### src/hdl/reversible_deque_core_assert.svh
// Assertion macros shared by the deque core.
`ifndef REVERSIBLE_DEQUE_CORE_ASSERT_SVH
`define REVERSIBLE_DEQUE_CORE_ASSERT_SVH

// Condition must hold in the same cycle as the trigger.
`define RDQ_ASSERT_SAME(lbl, clk, rst_n, trig, cond) \
    lbl: assert property (@(posedge clk) disable iff (!rst_n) (trig) |-> (cond)) \
        else $error("deque check failed: same-cycle rule");

// Condition must hold in the cycle after the trigger.
`define RDQ_ASSERT_NEXT(lbl, clk, rst_n, trig, cond) \
    lbl: assert property (@(posedge clk) disable iff (!rst_n) (trig) |=> (cond)) \
        else $error("deque check failed: next-cycle rule");

`endif

### src/hdl/rdq_pkg.sv
package rdq_pkg;

    // Store geometry
    localparam int DEPTH  = 1024;
    localparam int ADDR_W = $clog2(DEPTH);
    localparam int CNT_W  = $clog2(DEPTH + 1);
    localparam int SUM_W  = CNT_W + 1;
    localparam int WORD_W = 32;

    typedef enum logic [2:0] {
        ACT_PUSH_FRONT = 3'd0,
        ACT_PUSH_BACK  = 3'd1,
        ACT_POP_FRONT  = 3'd2,
        ACT_POP_BACK   = 3'd3,
        ACT_REVERSE    = 3'd4
    } t_action;

    typedef enum logic [1:0] {
        ST_POPPED = 2'd0,
        ST_EMPTY  = 2'd1,
        ST_FULL   = 2'd2
    } t_status;

    typedef enum logic [1:0] {
        S_RESET = 2'd0,
        S_IDLE  = 2'd1,
        S_EMIT  = 2'd2
    } t_state;

    // Commands from controller to datapath
    typedef struct packed {
        logic mem_wr;
        logic mem_rd;
        logic phys_front;
        logic push;
        logic pop;
        logic flip;
    } t_dp_cmd;

    // Status from datapath to controller
    typedef struct packed {
        logic empty;
        logic full;
        logic reversed;
    } t_dp_stat;

endpackage

### src/hdl/rdq_ctrl.sv
module rdq_ctrl import rdq_pkg::*; (
    input  logic       i_clk,
    input  logic       i_rst_n,
    input  logic       i_start,
    input  logic [2:0] i_action,
    input  t_dp_stat   i_stat,
    output t_dp_cmd    o_cmd,
    output logic       o_busy,
    output logic       o_valid,
    output logic [1:0] o_status
);

    t_state  r_state;
    t_state  n_state;
    t_status r_status;
    t_status n_status;
    logic    accept;
    logic    emit;

    always_ff @(posedge i_clk) begin
        if (!i_rst_n) begin
            r_state <= S_RESET;
        end else begin
            r_state <= n_state;
        end
    end

    always_ff @(posedge i_clk) begin
        r_status <= n_status;
    end

    // Decode the beat, issue datapath commands, pick the next state
    always_comb begin
        accept   = i_start && (r_state != S_RESET);
        emit     = 1'b0;
        n_status = r_status;
        o_cmd    = '0;
        if (accept) begin
            case (t_action'(i_action))
                ACT_PUSH_FRONT, ACT_PUSH_BACK: begin
                    if (i_stat.full) begin
                        emit     = 1'b1;
                        n_status = ST_FULL;
                    end else begin
                        o_cmd.push       = 1'b1;
                        o_cmd.mem_wr     = 1'b1;
                        o_cmd.phys_front = (i_action == ACT_PUSH_FRONT) ^ i_stat.reversed;
                    end
                end
                ACT_POP_FRONT, ACT_POP_BACK: begin
                    emit = 1'b1;
                    if (i_stat.empty) begin
                        n_status = ST_EMPTY;
                    end else begin
                        n_status         = ST_POPPED;
                        o_cmd.pop        = 1'b1;
                        o_cmd.mem_rd     = 1'b1;
                        o_cmd.phys_front = (i_action == ACT_POP_FRONT) ^ i_stat.reversed;
                    end
                end
                ACT_REVERSE: begin
                    o_cmd.flip = 1'b1;
                end
                default: begin
                    emit = 1'b0;
                end
            endcase
        end
        case (r_state)
            S_RESET: n_state = S_IDLE;
            S_IDLE,
            S_EMIT:  n_state = emit ? S_EMIT : S_IDLE;
            default: n_state = S_IDLE;
        endcase
    end

    assign o_busy   = (r_state == S_RESET);
    assign o_valid  = (r_state == S_EMIT);
    assign o_status = r_status;

endmodule

### config.mk
export PLATFORM = sky130hd
export DESIGN_NAME = rdq_ctrl
export DESIGN_NICKNAME = d
export VERILOG_FILES = /design/src/hdl/reversible_deque_core_assert.svh /design/src/hdl/rdq_pkg.sv /design/src/hdl/rdq_ctrl.sv
export SDC_FILE = /design/constraint.sdc
export NUM_CORES = 1
export LEC_CHECK = 0
export BUFFER_PORTS_ARGS = -buffer_cell sky130_fd_sc_hd__buf_4
export CORE_AREA = 2 2 39 41
export CTS_BUF_LIST = sky130_fd_sc_hd__clkbuf_8
export CTS_CLUSTER_DIAMETER = 60
export DETAILED_ROUTE_END_ITERATION = 12
export DIE_AREA = 0 0 41 43
export PLACE_DENSITY = 0.49
export REMOVE_ABC_BUFFERS = 1
export SLEW_MARGIN = 20
export SYNTH_ARGS = -nofsm -noshare
export SYNTH_HDL_FRONTEND = slang
export SYNTH_SLANG_ARGS = --single-unit
### constraint.sdc
create_clock -name i_clk -period 1.3 [get_ports i_clk]
set_input_delay 0.065 -clock i_clk [delete_from_list [all_inputs] [get_ports i_clk]]
set_output_delay 0.065 -clock i_clk [all_outputs]
set_load 0.005 [all_outputs]
======== Word level (Yosys, flattened, before mapping) ========
Index checks and enable logic that the tools add are counted.
storage, ports and cells
  bits in registers ....................... 4
  output and inout bits ................... 10
  logic and storage cells ................. 41
operators by class
  equal/unequal tests ..................... 7
  multiplexer cells ....................... 19
  bitwise operators ....................... 2
  reductions and logical operators ........ 10
operators with widths
  cell                                                  number
  2-to-1 mux 1 bit                                      11
  2-to-1 mux 2 bit                                      4
  equality test 3 x 2 -> 1 bit (second input constant)  2
  2-to-1 mux 6 bit                                      1
  OR reduction 2 bit                                    3
  one-hot mux 1 bit (2 select lines)                    2
  one-hot mux 2 bit (2 select lines)                    1
  nonzero test 2 bit                                    2
  equality test 3 x 1 -> 1 bit (second input constant)  1
  equality test 3 bit (second input constant)           1
  logical NOT 3 bit                                     1
  AND reduction 3 bit                                   1
  equality test 2 x 1 -> 1 bit (second input constant)  1
  equality test 2 bit (second input constant)           1
  logical NOT 2 bit                                     1
  inequality test 2 bit (second input constant)         1
  AND reduction 2 bit                                   1
  bitwise XOR 1 bit                                     2
  logical AND 1 bit                                     1

======== Depth between registers and ports, before layout ========
Gate-level depths: netlist of the first run.
  depth in word-level cells ............... 6
  gate-level depth with buffers ........... 5
  depth with buffers taken out ............ 4

======== Worst setup path after synthesis of the first run ========
OpenSTA, ideal clock, no wires.
  path kind ............................... reg2reg
  from .................................... register r_state[0]
  to ...................................... register r_status[0] (netlist: o_status[0]), enable pin
  setup time .............................. 0.309 ns
  data arrival time ....................... 1.103 ns
  setup slack ............................. -0.112 ns
  stages on the path, launching flop included .. 5
  clock period less this slack ............ 1.412 ns
  path through ............................ dfxtp_1 -> inv_1 -> ha_1 -> or3b_4 -> nor2_1
between the ends
  word-level cells in the longest chain between the ends .. 3
ends and longest elaborated chain
  what                                  RTL line        text
  from (decl)                           rdq_ctrl.sv:13  t_state r_state;
  from (signal assigned)                rdq_ctrl.sv:24  r_state <= n_state;
  nonzero test 2 bit                    rdq_ctrl.sv:34  accept = i_start && (r_state != S_RESET);
  logical AND 1 bit                     rdq_ctrl.sv:34
  AND reduction 3 bit (no source line)  --
  to (signal assigned)                  rdq_ctrl.sv:29  r_status <= n_status;
  to (decl)                             rdq_ctrl.sv:15  t_status r_status;
Every way passes these cells.
A chain may end at the register's enable or synchronous reset.

==> summary.txt, run 1 <==
Timing
  – Tmin final: approximately 1.5 ns
  – Unrepaired setup endpoints after global routing: true
  – Ratio of final minimum period to clock period: 119%
  – Skew final: 0.00516 ns
  – Peak Freq: about 0.65 GHz
  – Final slew viol count: 0
  – Final setup viols: 9
  – Relative slew slack: about 81%
  – Worst slew pin tran: between 0.2 and 0.3 ns
  – Fin. Hold Viols: 0
  – Final worst slack: -0.243 ns

Clock tree
  – Total CTS buffers: 3
  – Clk_lat worst skew: about 0.22 ns
  – Clock Root Buffer: clkbuf_8
  – Clk slew on worst S/H paths: 0.03 ns
  – Clk buf depth: 2
  – Sink Count: 4
  – TritonCTS clock tree: done
  – H-tree depth: 1
  – Hold bufs inserted after CTS: 0

Placed design
  – Placer Congestion: around 0.71
  – Placed insts: 62
  – Hpwl dp: about 480 um
  – Pre-CTS WS: -0.167 ns
  – Port Buf Inserts: 18

Setup path
  – Crit path buf inv count: 2
  – FF-to-FF setup slack: -0.14 ns
  – CP cell instances: inv_2, ha_4, or3b_4, a2111oi_4, buf_4
  – Worst path max stage delay: approximately 0.4 ns
  – CP startpoint kind: register
  – Slowest stage cell, crit path: or3b_4
  – R2R depth: 4
  – Crit end category: output port
  – Crit path DAT: 1.48 ns
  – Critical Path RT: roughly 1.2 ns
  – Crit path depth: 5
  – Critical path class: reg -> out
  – Delay-heaviest family, CP: simple AND/OR/NAND/NOR gates
  – Crit-path max FO: 4

GRT
  – First-pass GRT wire length: ~1.0 mm
  – Largest net degree at the start of global routing: 8
  – Initial antenna violation count: 0
  – Vias in the first global route: 267
  – Congestion Overflow GR: 0
  – Tot GR Track Use: 9.25%

Cells and area
  – Final cell count without fillers: 67
  – N_diodes: 0
  – # fillers: 141
  – Layout net count: 63
  – Share of cells above drive strength 1: a little over two thirds
  – P&R area growth vs syn: 102%

Synth
  – Post-Synthesis Cells: 27
  – Synth cell types: 16
  – Synthesized flop and latch total: 4
  – Top-count cell post-synth: inv_1
  – Commonest cells post-synth: inv_1 (4), nor2_1 (3), nor3_1 (3)
  – Mapped Avg Cell Area: around 9.6 um^2
  – Synth area leader: edfxtp_1
  – Ys async rst share: 0%
  – Yosys warns: 0
  – Largest cells by area after synthesis: edfxtp_1 (23%), dfxtp_1 (15%), ha_1 (9.7%)
  – Leading register cell type out of synthesis: edfxtp_1
  – Mapped cell area: between 200 and 300 um^2
  – Share of Yosys cell area claimed by the top area cell type: between 20% and 30%
  – EDFF count, synth: 2
  – Seq/Total Area, Yosys: about two fifths

Floorplanning
  – DIE AREA: around 0.0018 mm^2
  – Core area: ~0.0014 mm^2
  – DIE HEIGHT: 43 um
  – # IOs: 19
  – Starting density of the core: 18.7%
  – Site Rows: 14
  – Die extent in x: 41 um

Job
  – Max-cap violation count: 0

Routing
  – Routed len/inst: between 9 and 10 um
  – DR vias: 276
  – Final ANT Viol Nets: 0
  – # DRC: 0
  – DRT Pass-1 Iters: 4
  – Via/cell ratio: 4.12
  – Initial DRC count: 7
  – Final wirelength: 625 um

Run status
  – Status: finished, violations left
  – Failing checks: negative setup slack

Power and ir drop
  – Tot Pwr: 0.493 mW
  – Pwr dens: roughly 940 mW/mm^2
  – Worst VDD drop: 0.352 mV
  – Static leakage: between 0.2 and 0.25 nW

Worst hold path
  – Min-delay worst type: in -> reg
  – Min-Delay Path Depth: 2
==> per-stage QoR <==
stage               TNS [ns]  util (%)  instance area, um^2  hold slack [ns]
finish                 -1.47      37.9                  524           0.0706
global placement      -0.746      30.5                  422            0.282
CTS                    -1.58      36.8                  509           0.0655
global route           -2.04      37.9                  524           0.0819
floorplan             -0.247         -                  244            0.163
detailed placement    -0.764      30.5                  422            0.282
==> power by group <==
| part | total, mW | internal [mW] | leakage, nW | switching [mW] |
|---|---|---|---|---|
| registers | 0.140 | 0.138 | 0.0349 | 0.00140 |
| logic | 0.0885 | 0.0492 | 0.176 | 0.0393 |
| clock network | 0.265 | 0.201 | 0.0269 | 0.0639 |
| total | 0.493 | 0.389 | 0.238 | 0.105 |
==> state kept, by name, summed over array words and instances, names as in the netlist <==
register	flops
o_status	2
r_state	2
==> per-layer routing <==
metal	share of wire (%)	wire [um]	track usage, %	vias up
met5	0	0	0	-
met4	2.2	14	10.0	0
met3	13	80	3.66	2
met2	48	297	13.1	19
met1	37	232	9.03	119
li1	-	-	-	136
==> layout make-up <==
| cell class | count | area (um^2) | area share (%) |
|---|---|---|---|
| inverter | 4 | 15.0 | 2.86 |
| multi-input combinational | 17 | 176 | 33.7 |
| tap | 16 | 20.0 | 3.82 |
| sequential | 4 | 103 | 19.6 |
| clock buffer | 3 | 41.3 | 7.88 |
| timing repair buffer | 22 | 165 | 31.5 |
| clock inverter | 1 | 3.75 | 0.716 |
==> cells by family (layout without fill, tap and decap cells) <==
family                   after synthesis  after routing  synth area share [%]
AO/OA/AOI/OAI                          3              3                  10.6
XOR/XNOR                               1              1                  3.38
adder cells (fa/ha/maj)                2              2                  9.66
buffers and inverters                  6             30                  11.6
flip-flops                             4              4                  38.6
AND/OR/NAND/NOR                       11             11                  26.1
==> final timing paths <==
check | startpoint | endpoint
hold reg to reg | r_state[0]$_SDFF_PN0_ | r_state[1]$_SDFF_PN0_
hold / removal | i_rst_n | r_state[0]$_SDFF_PN0_
setup / recovery | r_state[1]$_SDFF_PN0_ | o_cmd[3]
setup reg to reg | r_state[1]$_SDFF_PN0_ | o_status[0]$_SDFFCE_PP0P_
==> worst register-to-register path: stages, from the launching register on <==
cell	delay, ns
dfxtp_2	0.32
inv_2	0.04
ha_4	0.15
or3b_4	0.41
nor2_1	0.21
==> cells in the final DEF (no fill, tap or decap) <==
cell        n
a2111oi_4   1
buf_4      22
clkbuf_8    3
dfxtp_2     2
edfxtp_1    2
ha_1        1
ha_4        1
inv_1       3
inv_2       2
nand2b_1    1
nand2b_2    1
nor2_1      3
nor2b_1     1
nor3_1      1
nor3_2      1
nor3_4      1
nor4b_2     1
o21a_1      1
o21ai_0     1
or3b_4      1
xor2_1      1
==> what timing repair did <==
action / CTS / global route
pin swaps: 3 / 2
setup buffers: 0 / 1
gates resized for setup: 9 / 2
setup endpoints to repair: 10 / 10
(Power assumes the default switching activity.)
==> run 2, diff against run 1 <==
--- a/config.mk
+++ b/config.mk
@@ -6,13 +6,14 @@
 export NUM_CORES = 1
 export LEC_CHECK = 0
 export BUFFER_PORTS_ARGS = -buffer_cell sky130_fd_sc_hd__buf_4
-export CORE_AREA = 2 2 39 41
+export CORE_AREA = 10 10 47 49
 export CTS_BUF_LIST = sky130_fd_sc_hd__clkbuf_8
 export CTS_CLUSTER_DIAMETER = 60
 export DETAILED_ROUTE_END_ITERATION = 12
-export DIE_AREA = 0 0 41 43
+export DIE_AREA = 0 0 57 59
 export PLACE_DENSITY = 0.49
 export REMOVE_ABC_BUFFERS = 1
+export SKIP_LAST_GASP = 1
 export SLEW_MARGIN = 20
 export SYNTH_ARGS = -nofsm -noshare
 export SYNTH_HDL_FRONTEND = slang
==> run 2 against run 1 <==
The run still ends with negative setup slack left. Count of clock-buffer cells in the layout unchanged. Via count increased by 5.1%. Die area increased by 91%. Register-to-register slack got worse by 0.08 ns. Critical path depth increased by 2. Maximum frequency decreased by 2.6%. Clock skew increased by 0.0012 ns. Sequential share of layout area decreased by 2.0 points. Clock power about the same. Combinational power increased by 21%. Cell count increased by 3.0%. Core utilization increased by 3.3 points.
==> summary.txt, run 2 (synthesized netlist as in run 1, its figures left out) <==
Run status
  – Status: finished, violations left
  – Failing checks: negative setup slack

Setup path
  – Crit path DAT: about 1.5 ns
  – Critical Path RT: 1.24 ns
  – CP startpoint kind: register
  – Crit end category: output port
  – Critical path class: reg -> out
  – Crit-path max FO: 2

GRT
  – Tot GR Track Use: under 10%
  – Congestion Overflow GR: 0
  – Initial antenna violation count: 0
  – Largest net degree at the start of global routing: 8
  – Vias in the first global route: about 340
  – First-pass GRT wire length: roughly 1.4 mm

Clock tree
  – Hold bufs inserted after CTS: 0
  – Clk buf depth: 2
  – Sink Count: 4
  – Total CTS buffers: 3
  – Clock Root Buffer: clkbuf_8
  – Clk_lat worst skew: 0.22 ns
  – Clk slew on worst S/H paths: ~0.030 ns
  – TritonCTS clock tree: done
  – H-tree depth: 1

Placed design
  – Hpwl dp: around 620 um
  – Port Buf Inserts: 18
  – Pre-CTS WS: -0.165 ns
  – Placer Congestion: 0.681
  – Placed insts: between 60 and 70

Timing
  – Relative slew slack: between 70% and 80%
  – Peak Freq: between 0.6 and 0.7 GHz
  – Setup TNS: -2.07 ns
  – Final slew viol count: 0
  – Worst slew pin tran: slightly above 0.3 ns
  – Final worst slack: -0.284 ns
  – Skew final: 0.00637 ns
  – Ratio of final minimum period to clock period: 122%
  – Unrepaired setup endpoints after global routing: true
  – Final setup viols: 10
  – Fin. Hold Viols: 0
  – Tmin final: ~1.6 ns

Cells and area
  – Fin util: 41.2%
  – Layout net count: 65
  – Most common cell after layout, fill and taps aside: buf_4
  – N_diodes: 0
  – P&R area growth vs syn: 123%
  – Final cell count without fillers: slightly below 70
  – Share of cells above drive strength 1: 75.5%
  – Most frequent cells in the layout: buf_4 (23), inv_1 (3), clkbuf_8 (3)

Routing
  – Initial DRC count: 3
  – Via/cell ratio: ~4.2
  – Met3 wire length: about 75 um
  – # DRC: 0
  – Routed len/inst: around 12 um
  – Final wirelength: 845 um
  – DRT Pass-1 Iters: 2
  – Max layer used: met4
  – Final ANT Viol Nets: 0
  – M1 WL: between 300 and 400 um
  – DR vias: between 200 and 300
  – DR WL met2: ~360 um

Power and ir drop
  – Pwr dens: around 890 mW/mm^2
  – Static leakage: around 0.27 nW
  – Worst VDD drop: 0.355 mV
  – Tot Pwr: around 0.51 mW

Floorplanning
  – # IOs: 19
  – DIE HEIGHT: between 50 and 60 um
  – Starting density of the core: 18.5%
  – Die extent in x: 57 um
  – DIE AREA: approximately 0.0034 mm^2
  – Site Rows: 14
  – Core area: 0.00140 mm^2

Job
  – Max-cap violation count: 0

Worst hold path
  – Min-delay worst type: in -> reg
==> run 2: path summary, 6_finish.rpt <==
| path | slack [ns] | end | cells past startpoint | start |
|---|---|---|---|---|
| max | -0.28 | o_cmd[0] | 7 | r_state[1]$_SDFF_PN0_ |
| min | 0.08 | r_state[0]$_SDFF_PN0_ | 2 | i_rst_n |
| max reg2reg | -0.22 | r_state[0]$_SDFF_PN0_ | 6 | r_state[1]$_SDFF_PN0_ |
| min reg2reg | 0.74 | r_state[1]$_SDFF_PN0_ | 4 | r_state[0]$_SDFF_PN0_ |
==> run 2: layout make-up <==
class                      count  area (um^2)
tap                           16         20.0
clock inverter                 1         3.75
inverter                       4         15.0
clock buffer                   3         41.3
multi-input combinational     17          211
fill                         150          825
sequential                     4          101
timing repair buffer          24          184
==> run 2: power by group <==
part | internal, mW | switching (mW) | leakage [nW]
clock | 0.201 | 0.0657 | 0.0269
sequential | 0.138 | 0.00149 | 0.0348
combinational | 0.0584 | 0.0482 | 0.204
==> run 2: metal layers <==
metal	global-route usage, %	vias to the layer above
met1	5.88	129
met3	3.65	2
met2	6.82	17
met5	0	-
li1	-	142
met4	8.05	0
==> run 2: repair_timing <==
action                                  in CTS  in global routing
endpoints found under the setup margin      10                 10
resized for setup                           10                  7
gates cloned                                 0                  0
pin swaps                                    3                  2
buffers inserted                             1                  2
==> run 2: through the flow <==
| stage | instance area (um^2) | hold slack (ns) |
|---|---|---|
| CTS | 519 | 0.0713 |
| floorplan | 244 | 0.163 |
| global route | 577 | 0.0735 |
| detailed placement | 422 | 0.290 |
| finish | 577 | 0.0760 |
| global placement | 422 | 0.288 |
==> run 2: critical path: stages (launching register included) <==
cell,delay (ns)
dfxtp_2,0.32
inv_2,0.04
ha_4,0.15
buf_4,0.12
buf_6,0.10
nand2b_4,0.16
nor4b_4,0.27
buf_4,0.15
==> run 3, diff against run 2 <==
--- a/config.mk
+++ b/config.mk
@@ -13,6 +13,7 @@
 export DIE_AREA = 0 0 57 59
 export PLACE_DENSITY = 0.49
 export REMOVE_ABC_BUFFERS = 1
+export SKIP_CTS_REPAIR_TIMING = 1
 export SKIP_LAST_GASP = 1
 export SLEW_MARGIN = 20
 export SYNTH_ARGS = -nofsm -noshare
==> run 3 against run 2 <==
The run still ends with negative setup slack left. Sequential power barely moved. First-iteration DRC count did not move. Sequential share of layout area grew 1.6 points. Cell count shrank 1.4%. Clock skew fell by 0.0012 ns. Hold slack got worse by 0.0029 ns. Wire length down 5.2%. Power fell by 3.8%. Count of clock-buffer cells in the layout unchanged. Critical endpoint is now o_cmd[3].
==> summary.txt, run 3 (synthesized netlist as in run 1, its figures left out) <==
Cells and area
  – Most common cell after layout, fill and taps aside: buf_4
  – P&R area growth vs syn: 104%
  – Final std cell area, no fill: around 530 um^2
  – Final cell count without fillers: 68
  – Layout net count: 64
  – Share of cells above drive strength 1: 69.2%
  – Most frequent cells in the layout: buf_4 (22), nor2_1 (3), inv_1 (3), clkbuf_8 (3)
  – # fillers: 154
  – N_diodes: 0

Run status
  – Status: finished, violations left
  – Failing checks: negative setup slack

Clock tree
  – Clk buf depth: 2
  – TritonCTS clock tree: done
  – Clock Root Buffer: clkbuf_8
  – Clk slew on worst S/H paths: 0.03 ns
  – Sink Count: 4
  – Clk_lat worst skew: approximately 0.22 ns
  – Total CTS buffers: 3
  – H-tree depth: 1

GRT
  – Tot GR Track Use: under 10%
  – Met2 GRT Util: 5.27%
  – Congestion Overflow GR: 0
  – Met1 GRT Util: 5.40%
  – Largest net degree at the start of global routing: 8
  – Gr busiest metal: met4
  – Vias in the first global route: around 320
  – First-pass GRT wire length: between 1 and 1.5 mm
  – Met3 Use GR: between 3 and 4%
  – Initial antenna violation count: 0

Timing
  – Final worst slack: -0.280 ns
  – Setup TNS: -1.76 ns
  – Relative slew slack: between 70% and 80%
  – Peak Freq: between 0.6 and 0.7 GHz
  – Final slew viol count: 0
  – Ratio of final minimum period to clock period: 122%
  – Unrepaired setup endpoints after global routing: true
  – Skew final: just over 0.005 ns
  – Tmin final: 1.58 ns
  – Final setup viols: 10
  – Hold_ws: approximately 0.073 ns
  – Fin. Hold Viols: 0
  – Worst slew pin tran: about 0.3 ns

Routing
  – Final wirelength: approximately 800 um
  – Initial DRC count: 3
  – # DRC: 0
  – Final ANT Viol Nets: 0
  – DR vias: approximately 280
  – DRT Pass-1 Iters: 2
  – Routed len/inst: 11.8 um
  – Via/cell ratio: ~4.1

Floorplanning
  – Die extent in x: ~57 um
  – DIE AREA: approximately 0.0034 mm^2
  – DIE HEIGHT: between 50 and 60 um
  – Starting density of the core: 18.5%
  – Core area: about 0.0014 mm^2
  – Site Rows: 14
  – # IOs: 19

Setup path
  – Crit-path max FO: 4
  – Critical Path RT: around 1.2 ns
  – Crit path DAT: 1.52 ns
  – CP startpoint kind: register
  – Critical path class: reg -> out
  – Crit end category: output port

Power and ir drop
  – Worst VDD drop: between 0.3 and 0.4 mV
  – Pwr dens: approximately 930 mW/mm^2
  – Static leakage: between 0.2 and 0.25 nW

Placed design
  – Pre-CTS WS: -0.165 ns
  – Hpwl dp: 622 um
  – Placed inst area: 422 um^2
  – Port Buf Inserts: 18
  – Placed insts: 62
  – Placer Congestion: 0.681

Worst hold path
  – Min-delay worst type: in -> reg

Job
  – Max-cap violation count: 0
run 3: critical path, cell delays in order, from the launching register on:
cell and delay (ns):
dfxtp_2 0.32, inv_2 0.04, ha_4 0.15, or3b_4 0.43, a2111oi_4 0.20, buf_4 0.16
run 3: through the flow:
| step | power, mW | util [%] |
|---|---|---|
| 2_1_floorplan | 0.167 | - |
| 3_3_place_gp | 0.215 | 30.1 |
| 3_5_place_dp | 0.216 | 30.1 |
| 4_1_cts | 0.488 | 33.3 |
| 5_1_grt | 0.523 | 37.7 |
| 6_report | 0.494 | 37.7 |
run 3: layer usage:
layer	wire length [um]	part of all wire, %
met3	74	9.2
met1	370	46
met4	25	3.1
met2	330	41
met5	0	0
run 3: area by class of cell:
class | instances | area (um^2) | share of cell area [%]
Clock buffer | 3 | 41.3 | 7.82
Timing Repair Buffer | 23 | 176 | 33.4
Multi-Input combinational cell | 17 | 170 | 32.2
Sequential cell | 4 | 101 | 19.2
Clock inverter | 1 | 3.75 | 0.711
Inverter | 4 | 15.0 | 2.84
Tap cell | 16 | 20.0 | 3.79
run 3: where the power goes:
part           leakage (nW)  total, mW  internal (mW)  switching (mW)
Sequential           0.0348      0.140          0.138         0.00149
Clock                0.0269      0.266          0.201          0.0644
Combinational         0.179     0.0885         0.0502          0.0382
run 3: path summary, 6_finish.rpt:
path                            slack, ns                    end                  start  cells after the start
worst max register to register      -0.18  r_state[0]$_SDFF_PN0_  r_state[1]$_SDFF_PN0_                      6
worst min-delay path                 0.07  r_state[0]$_SDFF_PN0_                i_rst_n                      2
worst min register to register       0.74  r_state[1]$_SDFF_PN0_  r_state[0]$_SDFF_PN0_                      4
worst max-delay path                -0.28               o_cmd[3]  r_state[1]$_SDFF_PN0_                      5
